===== src/hdl/bpgm_pkg.sv =====
// ----------------------------------------------------------------------------
// bpgm_pkg
// Shared types, codes and helpers for the binary plane greedy mesher.
// ----------------------------------------------------------------------------
package bpgm_pkg;

	// default plane edge length in cells (rows and bits per row)
	localparam int PLANE_SIZE_DEF = 32;

	// input operation codes
	localparam logic FUNC_LOAD = 1'b0;
	localparam logic FUNC_MESH = 1'b1;

	// register indexes on the config port (taken from paddr[2])
	localparam logic REG_FACE_AXIS = 1'b0;
	localparam logic REG_SLICE_POS = 1'b1;

	// input transaction payload
	typedef struct packed {
		logic        func;
		logic [4:0]  row_index;
		logic [31:0] row_bits;
	} in_item_t;

	// output transaction payload
	typedef struct packed {
		logic [4:0] quad_row;
		logic [4:0] quad_start;
		logic [5:0] quad_width;
		logic [5:0] quad_height;
		logic [2:0] quad_axis;
		logic [4:0] quad_slice;
		logic       row_empty;
		logic       last;
	} out_item_t;

	// controller states
	typedef enum logic [2:0] {
		ST_IDLE,
		ST_READ,
		ST_FIND,
		ST_EXT,
		ST_EMIT,
		ST_EMPTY
	} state_t;

	// controller -> datapath commands
	typedef struct packed {
		logic wr_load;     // write input row word into the plane store
		logic cap_item;    // capture mesh row index, read its word
		logic cap_word;    // latch the read word as remaining runs
		logic find;        // latch lowest run, read the row after it
		logic ext_hit;     // clear run from current row, read the next one
		logic emit_run;    // load a rectangle into the output register
		logic emit_empty;  // load the empty-row result
	} cmd_t;

	// datapath -> controller status
	typedef struct packed {
		logic func;         // op code of the offered input
		logic row_ok;       // offered row lies inside the plane
		logic rem_zero;     // no runs left in the meshed row
		logic row_next_ok;  // row after the meshed row exists
		logic ext_next_ok;  // row after the current extension row exists
		logic ext_match;    // current extension row holds the whole run
		logic slot_free;    // output register can take a result
		logic last_run;     // the latched run is the final one of the row
	} status_t;

	// index of the lowest set bit; 0 when no bit is set
	function automatic logic [5:0] lsb_index(input logic [32:0] v);
		logic [5:0] idx;
		idx = '0;
		for (int i = 32; i >= 0; i--) begin
			if (v[i]) begin
				idx = 6'(i);
			end
		end
		return idx;
	endfunction

endpackage


===== src/hdl/bpgm_ram.sv =====
// ----------------------------------------------------------------------------
// bpgm_ram
// Generic single-write, single-read RAM with registered read data.
// ----------------------------------------------------------------------------
module bpgm_ram #(
	parameter int WIDTH = 32,
	parameter int DEPTH = 32
) (
	input  logic                     clk,
	input  logic                     wr_en,
	input  logic [$clog2(DEPTH)-1:0] wr_addr,
	input  logic [WIDTH-1:0]         wr_data,
	input  logic                     rd_en,
	input  logic [$clog2(DEPTH)-1:0] rd_addr,
	output logic [WIDTH-1:0]         rd_data
);

	logic [WIDTH-1:0] mem_q [DEPTH];

	// write port
	always_ff @(posedge clk) begin
		if (wr_en) begin
			mem_q[wr_addr] <= wr_data;
		end
	end

	// registered read port
	always_ff @(posedge clk) begin
		if (rd_en) begin
			rd_data <= mem_q[rd_addr];
		end
	end

endmodule


===== src/hdl/bpgm_ctrl.sv =====
// ----------------------------------------------------------------------------
// bpgm_ctrl
// Sequencer for load and mesh transactions: scan, extend, emit.
// ----------------------------------------------------------------------------
module bpgm_ctrl
	import bpgm_pkg::*;
(
	input  logic    clk,
	input  logic    arst_n,
	input  logic    in_valid,
	output logic    in_ready,
	input  status_t sts,
	output cmd_t    cmd
);

	state_t state_q;
	state_t state_nx;

	// state register
	always_ff @(posedge clk or negedge arst_n) begin
		if (!arst_n) begin
			state_q <= ST_IDLE;
		end else begin
			state_q <= state_nx;
		end
	end

	// next state
	always_comb begin
		state_nx = state_q;
		unique case (state_q)
			ST_IDLE: begin
				if (in_valid && sts.func == FUNC_MESH) begin
					state_nx = sts.row_ok ? ST_READ : ST_EMPTY;
				end
			end
			ST_READ: begin
				state_nx = ST_FIND;
			end
			ST_FIND: begin
				if (sts.rem_zero) begin
					state_nx = ST_EMPTY;
				end else begin
					state_nx = sts.row_next_ok ? ST_EXT : ST_EMIT;
				end
			end
			ST_EXT: begin
				if (!sts.ext_match || !sts.ext_next_ok) begin
					state_nx = ST_EMIT;
				end
			end
			ST_EMIT: begin
				if (sts.slot_free) begin
					state_nx = sts.last_run ? ST_IDLE : ST_FIND;
				end
			end
			ST_EMPTY: begin
				if (sts.slot_free) begin
					state_nx = ST_IDLE;
				end
			end
			default: begin
				state_nx = ST_IDLE;
			end
		endcase
	end

	// command outputs
	always_comb begin
		cmd      = '0;
		in_ready = 1'b0;
		unique case (state_q)
			ST_IDLE: begin
				in_ready     = 1'b1;
				cmd.wr_load  = in_valid && sts.func == FUNC_LOAD && sts.row_ok;
				cmd.cap_item = in_valid && sts.func == FUNC_MESH;
			end
			ST_READ: begin
				cmd.cap_word = 1'b1;
			end
			ST_FIND: begin
				cmd.find = !sts.rem_zero;
			end
			ST_EXT: begin
				cmd.ext_hit = sts.ext_match;
			end
			ST_EMIT: begin
				cmd.emit_run = sts.slot_free;
			end
			ST_EMPTY: begin
				cmd.emit_empty = sts.slot_free;
			end
			default: begin
				cmd = '0;
			end
		endcase
	end

endmodule


===== src/hdl/bpgm_dp.sv =====
// ----------------------------------------------------------------------------
// bpgm_dp
// Plane store, run finder, extension compare/clear and output register.
// ----------------------------------------------------------------------------
module bpgm_dp
	import bpgm_pkg::*;
#(
	parameter int PLANE_SIZE = PLANE_SIZE_DEF
) (
	input  logic       clk,
	input  logic       arst_n,
	input  in_item_t   in_data,
	input  logic [2:0] face_axis,
	input  logic [4:0] slice_pos,
	input  cmd_t       cmd,
	output status_t    sts,
	output logic       out_valid,
	input  logic       out_ready,
	output out_item_t  out_data
);

	localparam int ADDR_W = $clog2(PLANE_SIZE);

	// mesh context
	logic [4:0]            row_q;
	logic [4:0]            ext_row_q;
	logic [PLANE_SIZE-1:0] rem_q;
	logic [PLANE_SIZE-1:0] run_q;
	logic [4:0]            start_q;
	logic [5:0]            height_q;
	logic [5:0]            width_q;

	// output register
	logic      out_valid_q;
	out_item_t out_q;

	// plane store ports
	logic                  wr_en;
	logic [ADDR_W-1:0]     wr_addr;
	logic [PLANE_SIZE-1:0] wr_data;
	logic                  rd_en;
	logic [ADDR_W-1:0]     rd_addr;
	logic [PLANE_SIZE-1:0] rd_data;

	// run finder
	logic [PLANE_SIZE-1:0] low_bit;
	logic [PLANE_SIZE:0]   carry_sum;
	logic [PLANE_SIZE-1:0] run_nx;
	logic [5:0]            start_nx;
	logic [5:0]            end_nx;

	logic [5:0] row_plus;
	logic [5:0] ext_plus;

	assign row_plus = {1'b0, row_q} + 6'd1;
	assign ext_plus = {1'b0, ext_row_q} + 6'd1;

	// lowest run: adding its lowest bit carries through the run
	assign low_bit   = rem_q & (~rem_q + PLANE_SIZE'(1));
	assign carry_sum = {1'b0, rem_q} + {1'b0, low_bit};
	assign run_nx    = rem_q & ~carry_sum[PLANE_SIZE-1:0];
	assign start_nx  = lsb_index(33'(rem_q));
	assign end_nx    = lsb_index(33'(carry_sum));

	// status to controller
	assign sts.func        = in_data.func;
	assign sts.row_ok      = {1'b0, in_data.row_index} < 6'(PLANE_SIZE);
	assign sts.rem_zero    = rem_q == '0;
	assign sts.row_next_ok = row_plus < 6'(PLANE_SIZE);
	assign sts.ext_next_ok = ext_plus < 6'(PLANE_SIZE);
	assign sts.ext_match   = (rd_data & run_q) == run_q;
	assign sts.slot_free   = !out_valid_q || out_ready;
	assign sts.last_run    = (rem_q & ~run_q) == '0;

	// store access: loads from input, extension clears from run
	assign wr_en   = cmd.wr_load || cmd.ext_hit;
	assign wr_addr = cmd.wr_load ? in_data.row_index[ADDR_W-1:0] : ext_row_q[ADDR_W-1:0];
	assign wr_data = cmd.wr_load ? in_data.row_bits[PLANE_SIZE-1:0] : (rd_data & ~run_q);
	assign rd_en   = cmd.cap_item || cmd.find || cmd.ext_hit;

	always_comb begin
		if (cmd.cap_item) begin
			rd_addr = in_data.row_index[ADDR_W-1:0];
		end else if (cmd.find) begin
			rd_addr = row_plus[ADDR_W-1:0];
		end else begin
			rd_addr = ext_plus[ADDR_W-1:0];
		end
	end

	bpgm_ram #(
		.WIDTH (PLANE_SIZE),
		.DEPTH (PLANE_SIZE)
	) u_plane (
		.clk     (clk),
		.wr_en   (wr_en),
		.wr_addr (wr_addr),
		.wr_data (wr_data),
		.rd_en   (rd_en),
		.rd_addr (rd_addr),
		.rd_data (rd_data)
	);

	// mesh context registers
	always_ff @(posedge clk) begin
		if (cmd.cap_item) begin
			row_q <= in_data.row_index;
		end
		if (cmd.cap_word) begin
			rem_q <= rd_data;
		end else if (cmd.emit_run) begin
			rem_q <= rem_q & ~run_q;
		end
		if (cmd.find) begin
			run_q     <= run_nx;
			start_q   <= start_nx[4:0];
			height_q  <= end_nx - start_nx;
			width_q   <= 6'd1;
			ext_row_q <= row_plus[4:0];
		end else if (cmd.ext_hit) begin
			width_q   <= width_q + 6'd1;
			ext_row_q <= ext_plus[4:0];
		end
	end

	// output register valid
	always_ff @(posedge clk or negedge arst_n) begin
		if (!arst_n) begin
			out_valid_q <= 1'b0;
		end else if (cmd.emit_run || cmd.emit_empty) begin
			out_valid_q <= 1'b1;
		end else if (out_ready) begin
			out_valid_q <= 1'b0;
		end
	end

	// output register payload
	always_ff @(posedge clk) begin
		if (cmd.emit_run) begin
			out_q.quad_row    <= row_q;
			out_q.quad_start  <= start_q;
			out_q.quad_width  <= width_q;
			out_q.quad_height <= height_q;
			out_q.quad_axis   <= face_axis;
			out_q.quad_slice  <= slice_pos;
			out_q.row_empty   <= 1'b0;
			out_q.last        <= sts.last_run;
		end else if (cmd.emit_empty) begin
			out_q.quad_row    <= row_q;
			out_q.quad_start  <= '0;
			out_q.quad_width  <= '0;
			out_q.quad_height <= '0;
			out_q.quad_axis   <= face_axis;
			out_q.quad_slice  <= slice_pos;
			out_q.row_empty   <= 1'b1;
			out_q.last        <= 1'b1;
		end
	end

	assign out_valid = out_valid_q;
	assign out_data  = out_q;

	// a result is only loaded when the output register has room
	a_emit_room: assert property (@(posedge clk) disable iff (!arst_n)
		(cmd.emit_run || cmd.emit_empty) |-> (!out_valid_q || out_ready))
		else $error("result loaded over an untaken result");

	// extension never clears bits of the meshed row or an earlier one
	a_ext_above: assert property (@(posedge clk) disable iff (!arst_n)
		cmd.ext_hit |-> ext_row_q > row_q)
		else $error("extension write at or below the meshed row");

	// an emitted rectangle covers at least one cell and stays in the plane
	a_run_sane: assert property (@(posedge clk) disable iff (!arst_n)
		cmd.emit_run |-> (run_q != '0 && width_q != 6'd0 && width_q <= 6'(PLANE_SIZE)))
		else $error("emitted rectangle out of range");

	// after the final run of a row the controller goes back for a new item
	a_last_done: assert property (@(posedge clk) disable iff (!arst_n)
		(cmd.emit_run && sts.last_run) |=> (rem_q == '0))
		else $error("runs left after final rectangle");

endmodule


===== src/hdl/binary_plane_greedy_mesher.sv =====
// ----------------------------------------------------------------------------
// binary_plane_greedy_mesher
// Load item: stored, no result; the next item is taken the cycle after.
// Mesh item: the row word is read and latched, then per rectangle the lowest
// run is found, extended over later rows and emitted; an empty row gives one
// empty-row result. Rate is set by the scan of later rows and output stalls.
// Reset clears control state and the axis/slice registers; the store is not.
// ----------------------------------------------------------------------------
module binary_plane_greedy_mesher
	import bpgm_pkg::*;
#(
	parameter int PLANE_SIZE = PLANE_SIZE_DEF
) (
	input  logic        clk,
	input  logic        arst_n,
	input  logic        in_valid,
	output logic        in_ready,
	input  in_item_t    in_data,
	output logic        out_valid,
	input  logic        out_ready,
	output out_item_t   out_data,
	input  logic        psel,
	input  logic        penable,
	input  logic        pwrite,
	input  logic [2:0]  paddr,
	input  logic [31:0] pwdata,
	output logic [31:0] prdata,
	output logic        pready
);

	logic [2:0] face_axis_q;
	logic [4:0] slice_pos_q;
	logic       cfg_wr;
	cmd_t       cmd;
	status_t    sts;

	// config register file
	assign pready = 1'b1;
	assign cfg_wr = psel && penable && pwrite;

	always_ff @(posedge clk or negedge arst_n) begin
		if (!arst_n) begin
			face_axis_q <= '0;
			slice_pos_q <= '0;
		end else if (cfg_wr) begin
			unique case (paddr[2])
				REG_FACE_AXIS: face_axis_q <= pwdata[2:0];
				REG_SLICE_POS: slice_pos_q <= pwdata[4:0];
				default:       face_axis_q <= face_axis_q;
			endcase
		end
	end

	// read back
	always_comb begin
		unique case (paddr[2])
			REG_FACE_AXIS: prdata = {29'd0, face_axis_q};
			REG_SLICE_POS: prdata = {27'd0, slice_pos_q};
			default:       prdata = '0;
		endcase
	end

	bpgm_ctrl u_ctrl (
		.clk      (clk),
		.arst_n   (arst_n),
		.in_valid (in_valid),
		.in_ready (in_ready),
		.sts      (sts),
		.cmd      (cmd)
	);

	bpgm_dp #(
		.PLANE_SIZE (PLANE_SIZE)
	) u_dp (
		.clk       (clk),
		.arst_n    (arst_n),
		.in_data   (in_data),
		.face_axis (face_axis_q),
		.slice_pos (slice_pos_q),
		.cmd       (cmd),
		.sts       (sts),
		.out_valid (out_valid),
		.out_ready (out_ready),
		.out_data  (out_data)
	);

endmodule

===== config.mk =====
export PLATFORM = sky130hd
export DESIGN_NAME = binary_plane_greedy_mesher
export DESIGN_NICKNAME = d
export VERILOG_FILES = /design/src/hdl/bpgm_pkg.sv /design/src/hdl/bpgm_ram.sv /design/src/hdl/bpgm_ctrl.sv /design/src/hdl/bpgm_dp.sv /design/src/hdl/binary_plane_greedy_mesher.sv
export SDC_FILE = /design/constraint.sdc
export NUM_CORES = 2
export LEC_CHECK = 0
export BUFFER_PORTS_ARGS = -buffer_cell sky130_fd_sc_hd__clkbuf_2
export CAP_MARGIN = 15
export CORE_UTILIZATION = 31
export CTS_CLUSTER_SIZE = 24
export DETAILED_ROUTE_END_ITERATION = 12
export GPL_TIMING_DRIVEN = 0
export SLEW_MARGIN = 25
export SYNTH_ARGS = -nofsm -noshare
export SYNTH_HDL_FRONTEND = slang
export SYNTH_SLANG_ARGS = --single-unit

===== constraint.sdc =====
create_clock -name clk -period 11.97 [get_ports clk]
set_input_delay 1.197 -clock clk [delete_from_list [all_inputs] [get_ports clk]]
set_output_delay 1.197 -clock clk [all_outputs]
set_load 0.01 [all_outputs]

**Word-level counts from Yosys, hierarchy flattened**

Memory sizes are Yosys's and may differ from the RTL's. A register that Yosys moved wholly into a read port is not among the register bits.
Cells that the tools add are included.
Widths: inputs -> output; s select.

- Memories: 1
- Input port bits: 80
- Logic and storage cells: 167
- RAM bits: 1,024
- Flip-flop bits (word level): 135

Memories:

| name | words | bits a word | rd ports | clocked after Yosys merged registers in | wr ports | RTL line | RTL |
|---|---|---|---|---|---|---|---|
| u_dp.u_plane.mem_q | 32 | 32 | 1 | 1 | 1 | bpgm_ram.sv:18 | `logic [WIDTH-1:0] mem_q [DEPTH];` |

- Mux-type cells: 95
- Eq/ne operators: 10
- Reductions and logical operators: 24
- Add/subtract/negate cells: 6
- Bitwise operators: 10
- $lt $le $gt $ge: 2

Operators with widths:

| cell | count |
|---|---|
| $mux 6 | 64 |
| $and 32x32->32 | 5 |
| $mux 32 | 5 |
| $not 32->32 | 3 |
| $logic_not 32->1 | 2 |
| $pmux 32 s2 | 1 |
| $add 32x32->33 | 1 |
| $add 32x1->32 const B | 1 |
| $eq 32x32->1 | 1 |
| $mux 5 | 6 |
| $mux 3 | 6 |
| $pmux 3 s6 | 1 |
| $add 5x1->6 const B | 2 |
| $lt 6x6->1 const B | 2 |
| $mux 1 | 10 |
| $ne 2x1->1 const B | 4 |
| $reduce_bool 2->1 | 4 |
| $add 6x1->6 const B | 1 |
| $eq 3x2->1 const B | 2 |
| $eq 3x3->1 const B | 2 |
| $logic_or 1x1->1 | 6 |
| $sub 6x6->6 | 1 |
| $logic_and 1x1->1 | 4 |
| $logic_not 1->1 | 4 |
| 6 further kinds | 9 |

**Longest topological paths before layout**

- Word-level depth: 38
- Gate-level depth with buffers: 21

**Cells and area by module**

From an unflattened synthesis, not the netlist that was laid out.

- Cells, all modules: 3,312
- Area total of the unflattened synthesis: 50,183.1 um2

Modules (own cells, without submodules):

| module | instances | cells each | area an instance (um2) |
|---|---|---|---|
| bpgm_ram | 1 | 2,260 | 40,805.4 |
| bpgm_dp | 1 | 966 | 8,421.8 |
| binary_plane_greedy_mesher | 1 | 53 | 601.8 |
| bpgm_ctrl | 1 | 33 | 354.1 |

**Worst setup path before layout**

Ideal clock, no wire load.

- Path kind: register to register
- From: reg u_dp.rem_q[1]
- To: reg u_dp.height_q[5] (data pin)
- Setup time: 262 ps
- Path slack: 7,531 ps
- Buffers on the path: 1
- Arrival: 4,177 ps
- Cell stages (with the launch flop): 19
- Clock period less this slack: 4,439 ps
- Data required time: 11,708 ps
- Cell sequence: edfxtp_1 > buf_2 > or2_2 > a2111oi_2 > o211ai_1 > a211oi_1 > nor2_1 > o31ai_1 > mux2i_1 > nor2b_1 > o221a_1 > a211oi_1 > a211oi_1 > ha_1 > a21o_1 > a21o_1 > a21o_1 > a21oi_1 > xor2_1

- Cells in the longest elaborated chain, start to end: 38
- Elaborated cells on any way between the ends: 40
- Those cells by class: add/sub: 3; mux: 35; bitwise: 2

RTL lines:

| item | RTL line | RTL |
|---|---|---|
| from (decl) | bpgm_dp.sv:27 | `logic [PLANE_SIZE-1:0] rem_q;` |
| from (signal assigned) | bpgm_dp.sv:110 | `rem_q <= rd_data;` |
| from (signal assigned) | bpgm_dp.sv:112 | `rem_q <= rem_q & ~run_q;` |
| $not 32->32 | bpgm_dp.sv:59 | `assign low_bit = rem_q & (~rem_q + PLANE_SIZE'(1));` |
| $add 32x1->32 | bpgm_dp.sv:59 |  |
| $and 32x32->32 | bpgm_dp.sv:59 |  |
| $add 32x32->33 | bpgm_dp.sv:60 | `assign carry_sum = {1'b0, rem_q} + {1'b0, low_bit};` |
| $mux 6 (33 in a row) | bpgm_pkg.sv:75 | `if (v[i]) begin` |
| $sub 6x6->6 (*) | bpgm_dp.sv:117 | `height_q <= end_nx - start_nx;` |
| to (signal assigned) | bpgm_dp.sv:117 |  |
| to (decl) | bpgm_dp.sv:30 | `logic [5:0] height_q;` |

Every way passes the cells marked *; elsewhere a longest branch is shown, timed or not.
A chain may end at the register's enable or synchronous reset.

**Final worst setup path**

- From: reg u_dp.rem_q[2]
- To: reg u_dp.height_q[5] (data pin)

Same word-level chain as after synthesis.

==> flow_results.org <==
** Run status
- The flow ran to the end, and the final reports show no timing, DRC or antenna violations.

** CTS
- The tree is rooted in a sky130_fd_sc_hd__clkbuf_16.
- Total of cells resized after clock tree synthesis :: 0
- Worst skew pair latency :: 0.75 ns
- Maximum number of buffers from clock root to sink :: 3
- Clock-pin slew was measured on the worst setup and hold paths at 0.07 ns.
- CTS tree :: done
- Number of buffers created by CTS :: 114
- Clock tree synthesis found a total of 1191 sinks.
- The H-tree was split into 3 levels.
- Hold repair after CTS inserted 0 buffers.
- Post-CTS setup-driven buffer insertion count :: 0

** Layout
- The library cells used most frequently in the layout, excluding fill and tap cells, are 1172 x sky130_fd_sc_hd__edfxtp_1, 256 x sky130_fd_sc_hd__mux4_2, 136 x sky130_fd_sc_hd__mux2_2.
- Most common cell after layout, fill and taps aside :: sky130_fd_sc_hd__edfxtp_1
- Post-route cell area :: 58600 um2
- Compared with the post-synthesis result, the final layout area differs by 18.4%.
- Net total in the final layout :: 3133
- Fraction of layout instances using a drive strength above 1 :: 29.0%

** Global routing
- Total overflow reported by the global router :: 0
- The first global-routing pass estimated 196 mm of wire.
- Total global-route track usage :: 16.7%
- Largest net degree at the start of global routing :: 38
- Number of global-route vias before repair :: 27300
- Antenna violations before repair :: 6

** Pwr
- Internal portion of total power :: 9.07 mW
- Switching Fraction :: 34.5%
- The worst-case IR drop observed on VDD is 151 uV.
- In this run the static leakage power is 19.0 nW.
- Overall power :: 13.8 mW
- P_sw :: 4.77 mW
- The clock network is responsible for 25.9% of the overall power.
- In this run, the combinational gates consume 34.1% of the power.
- Per report_power, the sequential group accounts for 40.0% of the total.
- Dividing total power by cell area gives a power density of 236 nW/um2.

** Logic synthesis
- Number of warnings reported in the yosys synthesis log :: 0
- The netlist uses 85 different library cells.
- Number of enable-type register cells in the synthesized netlist :: 1172
- Counting every instance in the synthesized netlist gives 2734.
- Asr flop ratio synth :: 1.01%
- After synthesis the cells add up to 49500 um2.
- Dividing the synthesized area by the synthesized cell count gives 18.1 um2.
- Most used DFF post-synth :: sky130_fd_sc_hd__edfxtp_1
- Portion of the post-synthesis area used by sequential elements :: 72.0%
- Synthesis inferred 1191 register bits.

** Timing
- In this run the tightest slew margin relative to its limit is 28.3%.
- The worst path uses 50.9% of the clock period.
- Setup total negative slack on the finished layout was measured at 0 ns.
- Final setup violation count :: 0
- Across all setup checks in the final design, the least slack found is 5.87 ns.
- The smallest clock period supported by the final layout is computed as 6.10 ns.
- RSZ-0062 raised after global routing :: no
- Timing would allow up to 0.164 GHz.
- The number of endpoints with negative hold slack in the final report came to 0.
- Transition at the pin with the smallest max-transition slack :: 1.08 ns
- Across the routed clock network, the largest skew measured is 0.0648 ns.
- The number of slew-limit violations in the final report was 0.

** Critical path
- R2R setup slack :: 5.87 ns
- Path depth of the worst reg2reg path :: 18
- For the worst setup path, the data required time is 12.42 ns.
- Delay of the slowest cell on the worst path :: 0.63 ns
- Arrival time of the worst setup path :: 6.55 ns
- Of all nets on the critical path, the largest fanout is 10.
- The worst setup path is captured at a register.
- Critical path, cell by cell :: clkbuf_1, nor4_2, nand2_1, o41a_1, a211oi_1, nor2_1, o31ai_1, mux2i_1, nor2b_1, o221a_1, a211oi_1, a211oi_1, ha_1, a21o_1, a21o_1, a21o_1, a21oi_1, xor2_1
- STA classifies the critical path startpoint as a register.
- The slowest stage of the critical path is the sky130_fd_sc_hd__a211oi_1 cell.
- The setup path with the least slack is of type reg2reg.

** Die
- Starting Density :: 31.2%
- In this run the core area contains 146 standard-cell rows.
- Die ar. :: 161000 um2
- Floorplan die width :: 402 um
- Height of the chip :: 402 um
- Standard cell core area :: 158000 um2
- I/O pin count :: 147

** Place
- Routability-driven placement finished with a final weighted congestion of 0.957.
- Placed cell areas :: 54800 um2
- OpenSTA, run right after detailed placement, puts the worst setup slack at 5.89 ns.
- Detailed placement ended at an HPWL of 97.7 mm.
- Count of input and output buffers :: 89

** Routing
- In the final routed layout, each cell accounts on average for 26.1 um.
- The first detailed-routing pass took 6 iterations.
- The detail route stage leaves a number of antenna-violating nets equal to 0.
- After detailed routing, the total wire length is 136 mm.
- After detailed routing, the number of remaining DRC violations is 0.
- The detailed router finished its first iteration with 3246 violations.
- After detailed routing, the number of vias per cell comes to 5.33.
- Total via count in the routed design :: 27800

** Run
- The tool flagged a number of max-cap violations equal to 0.

** Worst hold path
- The worst hold path belongs to the class in2async.
[state kept, by name, indices dropped and copies added (netlist names)]
register	count
u_dp.run_q	32
face_axis_q	3
u_dp.u_plane.mem_q	1024
u_ctrl.state_q	3
u_dp.width_q	6
u_dp.out_data	32
u_dp.out_valid	1
u_dp.rem_q	32
u_dp.height_q	6
slice_pos_q	5
u_dp.start_q	5
u_dp.u_plane.rd_data	32
u_dp.ext_row_q	5
u_dp.row_q	5
[per-layer routing]
metal	track usage (%)	vias to the layer above	wire, um
met5	0	-	21
met4	5.43	4	4430
met3	3.71	255	13100
met2	25.1	1391	60500
met1	23.9	14500	58200
li1	-	11600	-
[per-stage QoR]
step / utilization, % / hold slack [ns] / cells
4_1_cts: 36.9 / 0.343 / 5214
6_report: 37.0 / 0.382 / 5216
2_1_floorplan: - / 0.471 / 2760
3_3_place_gp: 33.2 / 0.487 / 4921
3_5_place_dp: 34.6 / 0.512 / 4999
5_1_grt: 37.0 / 0.384 / 5215
[path summary, 6_finish.rpt]
kind | from | end
setup / recovery | u_dp.rem_q[2] | u_dp.height_q[5]
hold / removal | arst_n | u_ctrl.state_q[2]
setup reg to reg | u_dp.rem_q[2] | u_dp.height_q[5]
hold reg to reg | face_axis_q[0] | face_axis_q[0]
max in group asynchronous | arst_n | slice_pos_q[3]
min in group clk | face_axis_q[0] | face_axis_q[0]
[power groups by stage]
| stage | Clock (mW) | Combinational [mW] | Sequential [mW] |
|---|---|---|---|
| 4_1_cts | 3.64 | 4.69 | 5.53 |
| 5_1_grt | 3.79 | 5.01 | 5.55 |
| 6_report | 3.59 | 4.72 | 5.53 |
| 3_3_place_gp | 0 | 4.51 | 5.64 |
| 2_1_floorplan | 0 | 2.90 | 5.55 |
| 3_5_place_dp | 0 | 4.67 | 5.62 |
[synth_stat cells (6+ instances only)]
library cell / count / area [um2]
sky130_fd_sc_hd__nor4_1: 12 / 75.1
sky130_fd_sc_hd__xor2_1: 13 / 114
sky130_fd_sc_hd__a21o_1: 8 / 60.1
sky130_fd_sc_hd__dfxtp_1: 7 / 140
sky130_fd_sc_hd__o211ai_1: 9 / 67.6
sky130_fd_sc_hd__nand4_1: 17 / 106
sky130_fd_sc_hd__buf_2: 37 / 185
sky130_fd_sc_hd__mux2i_1: 11 / 110
sky130_fd_sc_hd__nand2_1: 147 / 552
sky130_fd_sc_hd__o22ai_1: 83 / 519
sky130_fd_sc_hd__ha_1: 8 / 100
sky130_fd_sc_hd__inv_1: 74 / 278
sky130_fd_sc_hd__or3_1: 12 / 75.1
sky130_fd_sc_hd__a211o_1: 7 / 61.3
sky130_fd_sc_hd__nand3_1: 51 / 255
sky130_fd_sc_hd__and2_1: 23 / 144
sky130_fd_sc_hd__o31ai_1: 37 / 278
sky130_fd_sc_hd__xnor2_1: 15 / 131
sky130_fd_sc_hd__or2_2: 13 / 81.3
sky130_fd_sc_hd__mux4_2: 256 / 5770
sky130_fd_sc_hd__nor2_1: 136 / 510
sky130_fd_sc_hd__clkbuf_1: 72 / 270
sky130_fd_sc_hd__a31oi_1: 10 / 62.6
sky130_fd_sc_hd__and3_1: 28 / 175
sky130_fd_sc_hd__edfxtp_1: 1172 / 35200
sky130_fd_sc_hd__buf_4: 54 / 405
sky130_fd_sc_hd__a221oi_1: 6 / 52.6
sky130_fd_sc_hd__nor2b_1: 17 / 106
sky130_fd_sc_hd__o21ai_0: 45 / 225
sky130_fd_sc_hd__mux2_2: 136 / 1530
sky130_fd_sc_hd__nor3_1: 21 / 105
sky130_fd_sc_hd__nand2b_1: 26 / 163
sky130_fd_sc_hd__a21oi_1: 38 / 190
sky130_fd_sc_hd__a211oi_1: 11 / 82.6
sky130_fd_sc_hd__dfrtp_1: 12 / 300
sky130_fd_sc_hd__mux2_1: 12 / 135
[critical path, delay by kind of cell, from the launching register on]
family	cells	cell delay (ns)
mux	1	0.48
flops	1	0.40
fa+ha+maj	1	0.35
compound gates	10	3.19
simple gates	4	1.05
xor+xnor	1	0.08
buf+inv	1	0.32
[cell families (layout without fill, tap and decap cells)]
family          Yosys count  in the layout  share of synthesized area (%)
simple gates            536            536                           5.40
buf+inv                 245            628                           2.38
fa+ha+maj                 9              9                          0.243
xor+xnor                 28             28                          0.496
compound gates          308            308                           4.21
other cells               2             29                         0.0152
mux                     415            415                           15.2
flops                  1191           1191                           72.0
[layout make-up]
| class | count | area, um2 |
|---|---|---|
| fill | 14400 | 99800 |
| sequential | 1191 | 35600 |
| multi-input combinational | 1324 | 13200 |
| clock buffer | 147 | 3030 |
| tap | 2072 | 2590 |
| timing repair buffer | 168 | 2260 |
| buffer | 169 | 900 |
| clock inverter | 68 | 671 |
| inverter | 76 | 285 |
| antenna | 1 | 2.50 |
(Power assumes the default switching activity.)
